[config.mk]
export PLATFORM = sky130hd
export DESIGN_NAME = signed_restoring_divider
export DESIGN_NICKNAME = d
export VERILOG_FILES = /design/src/hw/rtl/sdiv_pkg.sv /design/src/hw/rtl/signed_restoring_divider.sv
export SDC_FILE = /design/constraint.sdc
export NUM_CORES = 2
export LEC_CHECK = 0
export BUFFER_PORTS_ARGS = -buffer_cell sky130_fd_sc_hd__buf_2
export CAP_MARGIN = 20
export CORE_MARGIN = 3
export CORE_UTILIZATION = 60
export DETAILED_ROUTE_END_ITERATION = 10
export GPL_ROUTABILITY_DRIVEN = 1
export PLACE_DENSITY = 0.79
export SLEW_MARGIN = 25
export SYNTH_ARGS = -nofsm -noshare
export SYNTH_HDL_FRONTEND = slang
export SYNTH_SLANG_ARGS = --single-unit
[constraint.sdc]
create_clock -name clk_i -period 11.31 [get_ports clk_i]
set_clock_uncertainty 0.2 [all_clocks]
set_input_delay 1.6965 -clock clk_i [delete_from_list [all_inputs] [get_ports clk_i]]
set_output_delay 1.6965 -clock clk_i [all_outputs]
set_load 0.01 [all_outputs]
[src/hw/rtl/sdiv_pkg.sv]
// sdiv_pkg: shared types and constants for the signed restoring divider.
// No dependencies. Used by signed_restoring_divider and sdiv_checker.
package sdiv_pkg;

  localparam int unsigned ErrWidth = 2;

  typedef enum logic [ErrWidth-1:0] {
    ERR_NONE     = 2'd0,
    ERR_DIV_ZERO = 2'd1,
    ERR_OVERFLOW = 2'd2
  } err_e;

endpackage

[src/hw/rtl/signed_restoring_divider.sv]
// signed_restoring_divider: fully pipelined signed restoring divider.
// Throughput one item per cycle.
// One set-up stage, one restoring step per stage, one sign fix-up stage.
// busy_o never rises and the receiver cannot stall, so nothing is held back.
// rst_ni (async, active low) clears only the valid bits; data needs no reset.
// Depends on sdiv_pkg.
module signed_restoring_divider #(
  parameter int unsigned DATA_WIDTH = 32
) (
  input  logic                         clk_i,
  input  logic                         rst_ni,
  input  logic                         start_i,
  output logic                         busy_o,
  input  logic signed [DATA_WIDTH-1:0] dividend_i,
  input  logic signed [DATA_WIDTH-1:0] divisor_i,
  output logic                         valid_o,
  output logic signed [DATA_WIDTH-1:0] quotient_o,
  output logic [1:0]                   error_code_o
);

  localparam int unsigned W = DATA_WIDTH;

  // Most negative value: top bit set, rest clear.
  localparam logic [W-1:0] MinVal = {1'b1, {(W-1){1'b0}}};

  // The pipeline takes a new item every cycle, so it is never busy.
  assign busy_o = 1'b0;

  // ---------------------------------------------------------------------------
  // Valid bits. vld_q[0] goes with the set-up stage, vld_q[k+1] with division
  // step k, vld_q[W+1] with the fix-up stage that drives the outputs.
  // ---------------------------------------------------------------------------
  logic [W+1:0] vld_q;
  logic [W+1:0] vld_d;

  assign vld_d = {vld_q[W:0], start_i};

  always_ff @(posedge clk_i or negedge rst_ni) begin
    if (!rst_ni) begin
      vld_q <= '0;
    end else begin
      vld_q <= vld_d;
    end
  end

  // ---------------------------------------------------------------------------
  // Data pipeline. Entry k is the input of division step k; nq_q entry W is the
  // finished magnitude. nq_q holds the numerator bits still to be consumed in
  // its upper part and the quotient bits gathered so far in its lower part:
  // every step shifts one numerator bit out at the top and one quotient bit in.
  // The remainder after the last step is not needed, so it is not registered.
  // ---------------------------------------------------------------------------
  logic [W-1:0]    nq_q  [W+1];
  logic [W-1:0]    rem_q [W];
  logic [W-1:0]    den_q [W+1];
  logic            neg_q [W+1];
  sdiv_pkg::err_e  err_q [W+1];

  // Set-up stage: magnitudes, result sign and special cases.
  logic           a_neg;
  logic           b_neg;
  logic [W-1:0]   a_mag;
  logic [W-1:0]   b_mag;
  sdiv_pkg::err_e err_d;

  always_comb begin
    a_neg = dividend_i[W-1];
    b_neg = divisor_i[W-1];
    // The most negative dividend negates to itself, which read unsigned is
    // exactly its magnitude, so no correction is needed.
    a_mag = a_neg ? (~dividend_i + 1'b1) : dividend_i;
    b_mag = b_neg ? (~divisor_i + 1'b1) : divisor_i;
    if (divisor_i == '0) begin
      err_d = sdiv_pkg::ERR_DIV_ZERO;
    end else if ((dividend_i == MinVal) && (divisor_i == {W{1'b1}})) begin
      err_d = sdiv_pkg::ERR_OVERFLOW;
    end else begin
      err_d = sdiv_pkg::ERR_NONE;
    end
  end

  always_ff @(posedge clk_i) begin
    nq_q[0]  <= a_mag;
    rem_q[0] <= '0;
    den_q[0] <= b_mag;
    neg_q[0] <= a_neg ^ b_neg;
    err_q[0] <= err_d;
  end

  // Division steps: one quotient bit per stage, top bit first.
  for (genvar k = 0; k < W; k++) begin : g_step
    logic [W-1:0] rem_sh;
    logic [W:0]   diff;
    logic         ge;

    always_comb begin
      // Shifted remainder stays below 2^W because the remainder is below the
      // divisor magnitude, itself at most 2^(W-1).
      rem_sh = {rem_q[k][W-2:0], nq_q[k][W-1]};
      diff   = {1'b0, rem_sh} - {1'b0, den_q[k]};
      ge     = ~diff[W];
    end

    always_ff @(posedge clk_i) begin
      nq_q[k+1]  <= {nq_q[k][W-2:0], ge};
      den_q[k+1] <= den_q[k];
      neg_q[k+1] <= neg_q[k];
      err_q[k+1] <= err_q[k];
    end

    // Last step only needs the quotient bit.
    if (k < W - 1) begin : g_rem
      always_ff @(posedge clk_i) begin
        rem_q[k+1] <= ge ? diff[W-1:0] : rem_sh;
      end
    end
  end

  // Fix-up stage: apply the sign, force zero on error.
  logic [W-1:0] quo_d;
  logic [W-1:0] quo_q;
  logic [1:0]   err_out_q;

  always_comb begin
    if (err_q[W] != sdiv_pkg::ERR_NONE) begin
      quo_d = '0;
    end else if (neg_q[W]) begin
      quo_d = ~nq_q[W] + 1'b1;
    end else begin
      quo_d = nq_q[W];
    end
  end

  always_ff @(posedge clk_i) begin
    quo_q     <= quo_d;
    err_out_q <= err_q[W];
  end

  assign valid_o      = vld_q[W+1];
  assign quotient_o   = quo_q;
  assign error_code_o = err_out_q;

endmodule

## After elaboration in Yosys (flattened, before gate mapping)

Memories as Yosys holds them, arrays and structs flattened.
Cells that the tools add are included.

| operators by class | value |
|---|---|
| muxes and demuxes | 36 |
| $add $sub $neg | 35 |
| equality and inequality tests | 2 |
| bitwise logic cells | 36 |
| reduce and logical (&&, ||, !) cells | 3 |

Operators by type and width:

| cell | number |
|---|---|
| 2-to-1 mux 32 bit | 34 |
| subtractor 32 x 32 -> 33 bit | 32 |
| adder 32 x 1 -> 32 bit (second input constant) | 3 |
| inverter 32 bit | 3 |
| equality test 32 bit (second input constant) | 2 |
| zero test 32 bit | 1 |
| inverter 1 bit | 32 |
| 2-to-1 mux 2 bit | 2 |
| nonzero test 2 bit | 1 |
| logical AND 1 bit | 1 |
| bitwise XOR 1 bit | 1 |

| storage, ports and cells | value |
|---|---|
| word-level logic and storage cells | 120 |
| memories kept | 5 |
| RAM bits | 3235 |
| output and inout bits | 36 |
| bits of input ports | 67 |
| bits in registers | 68 |

Memories:

| name | depth | width | read ports | clocked after memory_dff | wr ports | RTL line | RTL |
|---|---|---|---|---|---|---|---|
| den_q | 33 | 32 | 32 | 0 | 33 | signed_restoring_divider.sv:55 | `logic [W-1:0] den_q [W+1];` |
| nq_q | 33 | 32 | 33 | 0 | 33 | signed_restoring_divider.sv:53 | `logic [W-1:0] nq_q [W+1];` |
| rem_q | 32 | 32 | 32 | 0 | 32 | signed_restoring_divider.sv:54 | `logic [W-1:0] rem_q [W];` |
| err_q | 33 | 2 | 33 | 0 | 33 | signed_restoring_divider.sv:57 | `sdiv_pkg::err_e err_q [W+1];` |
| neg_q | 33 | 1 | 33 | 0 | 33 | signed_restoring_divider.sv:56 | `logic neg_q [W+1];` |

## Longest topological paths before layout

| depth | value |
|---|---|
| depth after elaboration | 4 |
| depth in mapped cells | 16 |
| depth with buffers taken out | 15 |

## Worst setup path after synthesis

No wires, ideal clock.

| timing | value |
|---|---|
| path kind | input -> register |
| start point | input port divisor_i[1] |
| end point | memory den_q[0][30] (netlist name) |
| slack | 6383 ps |
| setup time | 72 ps |
| buffers on the path | 0 |
| stages | 11 |
| arrival time | 4655 ps |
| required time | 11038 ps |
| cell sequence | inv_1 -> ha_1 -> nand2_1 -> or3_1 -> or2_4 -> or4_4 -> or4_4 -> or3_4 -> or4_4 -> o41ai_2 -> xnor2_1 |

RTL lines:

| what | RTL line | RTL |
|---|---|---|
| start: declaration | signed_restoring_divider.sv:15 | `input logic signed [DATA_WIDTH-1:0] divisor_i,` |
| end: declaration | signed_restoring_divider.sv:55 |  |

==> results.sh <==
export IMPL_end_kind="register"
export IMPL_area_growth_syn_to_layout_pct=11.6
export IMPL_hp_class="register to register"
export IMPL_route_detailed_drc=0
export IMPL_clkLatencyLatePin_ns=0.95
export IMPL_postLayoutSetupSlackWorst_ns=6.09
export IMPL_syn_cell_area_sq_um=125000
export IMPL_synth_top_cell_by_area="dfxtp_1"
export IMPL_path_cells="inv_1 > ha_1 > nor2b_1 > o31a_1 > o311ai_0 > a21oi_1 > a31oi_1 > o21ai_0 > a31oi_1 > o21ai_0 > a21oi_1 > buf_4 > inv_2 > mux2_2"
export IMPL_synth_main_ff_cell="dfxtp_1"
export IMPL_p_switching_mw=17.8
export IMPL_drtIter0Drc=4413
export IMPL_clk_path_buf_depth=4
export IMPL_num_rows=166
export IMPL_start_util=0.607
export IMPL_max_freq_ghz=0.191
export IMPL_pre_cts_ws_ns=5.84
export IMPL_synthMostInstantiatedCell="dfxtp_1"
export IMPL_path_buf_inv=3
export IMPL_routed_wl_mm=264
export IMPL_outcome="completed"
export IMPL_ios=103
export IMPL_cts_num_sinks=3208
export IMPL_die_y_microns=462
export IMPL_ys_async_sr_fraction=0.0106
export IMPL_min_to="nq_q[4][21]"
export IMPL_cp_start_kind="register"
export IMPL_r2r_slack_ns=6.09
export IMPL_drv_cap=0
export IMPL_fin_tns_setup_ns=0
export IMPL_crit_type="register to register"
export IMPL_reg2reg_from="den_q[0][866]"
export IMPL_clkTransAtPathRegs_ns=0.06
export IMPL_crit_fanout=45
export IMPL_p_int_mw=30.5
export IMPL_setup_violations=0
export IMPL_postRouteAntennaNets=0
export IMPL_ys_seq_elements=3208
export IMPL_p_comb_frac=0.435
export IMPL_drive_above_1_share=0.0810
export IMPL_critPathArrivalTime_ns=5.83
export IMPL_worst_pin_slew_ns=1.01
export IMPL_critPathTopFamily="compound AO/OA/AOI/OAI gates"
export IMPL_post_dp_hpwl_mm=198
export IMPL_yosysWarnings=0
export IMPL_worst_r2r_endpoint="rem_q[1][388]"
export IMPL_ys_top_cells_by_area="dfxtp_1, ha_1, a21oi_1"
export IMPL_num_fill_cells=15105
export IMPL_die_w_microns=462
export IMPL_seq_area_sq_um=64400
export IMPL_synthCells=12472
export IMPL_synth_avg_cell_area_sq_um=10.0
export IMPL_h_tree_depth=5
export IMPL_p_leak_nw=64.2
export IMPL_grt_pass1_wl_mm=427
export IMPL_hold_viol_final=0
export IMPL_cp_required_ns=11.92
export IMPL_cts_tree="yes"
export IMPL_period_share=0.462
export IMPL_overflow=0
export IMPL_worstHoldPathCells=0
export IMPL_vias=86911
export IMPL_swShare=0.369
export IMPL_cts_resized=0
export IMPL_clockRootBuffer="clkbuf_16"
export IMPL_critPathMaxStageDelay_ns=0.72
export IMPL_die_area_sq_um=214000
export IMPL_worst_path_max_delay_cell="o311ai_0"
export IMPL_rsz0062_at_grt="false"
export IMPL_peakVddDrop_uv=214
export IMPL_slew_viol_final=0
export IMPL_core_area_sq_um=206000
export IMPL_nNetsFinal=13809
export IMPL_grt_max_degree=62
export IMPL_hold_start="nq_q[3][20]"
export IMPL_p_clk_frac=0.222
export IMPL_postCtsSetupBuffers=0
export IMPL_synth_edf_count=0
export IMPL_synth_top_area_frac=0.509
export IMPL_grt_pass1_vias=89444
export IMPL_multiInputGateArea_sq_um=55300
export IMPL_r2r_cells=14
export IMPL_period_minus_slack_ns=5.22
export IMPL_seq_area_frac_synth=0.516
export IMPL_relSlewSlack=0.317
export IMPL_antenna_found_initial=6
export IMPL_viasPerCell=5.52
export IMPL_ys_types=85
export IMPL_cts_hold_fix_buffers=0
export IMPL_synth_common_cells="dfxtp_1, inv_1, ha_1, a21oi_1, o21ai_0"
export IMPL_first_pass_iters=6
export IMPL_p_seq_frac=0.343
export IMPL_track_usage=0.242
export IMPL_powerDensity_nw_per_um2=347
export IMPL_cts_buffers=327
export IMPL_final_util=0.677
export IMPL_place_congestion=0.946
export IMPL_io_buffers=101
export IMPL_wire_per_inst_microns=16.8
[sequential cells by signal, summed over array words and instances (netlist names)]
name / count
err_q: 66
neg_q: 33
nq_q: 1056
rem_q: 961
vld_q: 34
den_q: 1024
error_code_o: 2
quotient_o: 32
[layout make-up]
class | instances | share of cell area
timing repair buffer | 142 | 0.00583
tap | 2772 | 0.0249
sequential | 3208 | 0.462
clock inverter | 103 | 0.00916
multi-input combinational | 7821 | 0.396
clock buffer | 467 | 0.0689
inverter | 1215 | 0.0327
antenna | 16 | 0.000287
[metal layers]
| layer | vias to the layer above | GRT usage | share of wire |
|---|---|---|---|
| met5 | - | 0 | 0.000053 |
| met4 | 4 | 0.157 | 0.068 |
| met3 | 829 | 0.0348 | 0.034 |
| met2 | 2075 | 0.481 | 0.54 |
| met1 | 40724 | 0.226 | 0.36 |
| li1 | 43279 | - | - |
[power by group through the flow]
stage	clock network, mW	registers (mW)	logic (mW)
final	10.7	16.6	21.0
after global routing	11.4	16.9	23.4
after CTS	10.9	16.6	20.9
after detailed placement	0	16.8	20.6
after global placement	0	16.7	19.8
after floorplan	0	16.1	16.3
[metrics by stage]
stage	total power, mW	hold slack [ns]	cell area (sq um)	std cells
4_1_cts	48.4	0.0761	139000	15728
6_report	48.3	0.0701	139000	15744
3_3_place_gp	36.4	0.110	128000	15158
3_5_place_dp	37.3	0.112	128000	15158
2_1_floorplan	32.4	0.110	125000	12487
5_1_grt	51.6	0.0793	139000	15743
[placed cells by master (no fill, tap or decap), types with 163 or more instances in the layout]
cell	Yosys	final
xor2_1	333	333
dfxtp_1	3174	3174
mux2_2	283	283
inv_1	1213	1213
nand2_1	809	809
clkbuf_16	0	336
xnor2_1	501	501
a21oi_1	988	986
nor2_1	686	685
nand2b_1	163	163
a21o_1	416	416
o21ai_0	811	810
ha_1	997	997
[cells by family after synthesis]
family / after synthesis / synth area share
xor gates and xnor gates: 834 / 0.0585
muxes: 303 / 0.0271
DFF: 3208 / 0.516
AOI/OAI and AO/OA: 3146 / 0.156
and+or+nand+nor: 2495 / 0.0937
buffers and inverters: 1458 / 0.0439
other: 1 / 0.0000300
adders and majority gates: 1027 / 0.105
[how the worst max path moves through the flow]
stage | to | depth (start not counted) | start
after floorplan | den_q[0][30] | 11 | divisor_i[1]
after global placement | nq_q[0][30] | 11 | dividend_i[4]
after detailed placement | nq_q[0][30] | 11 | dividend_i[4]
after CTS | rem_q[1][388] | 14 | den_q[0][866]
after global routing | rem_q[0][397] | 14 | den_q[0][354]
final | rem_q[1][388] | 14 | den_q[0][866]
Power figures use the tool's default switching activity.
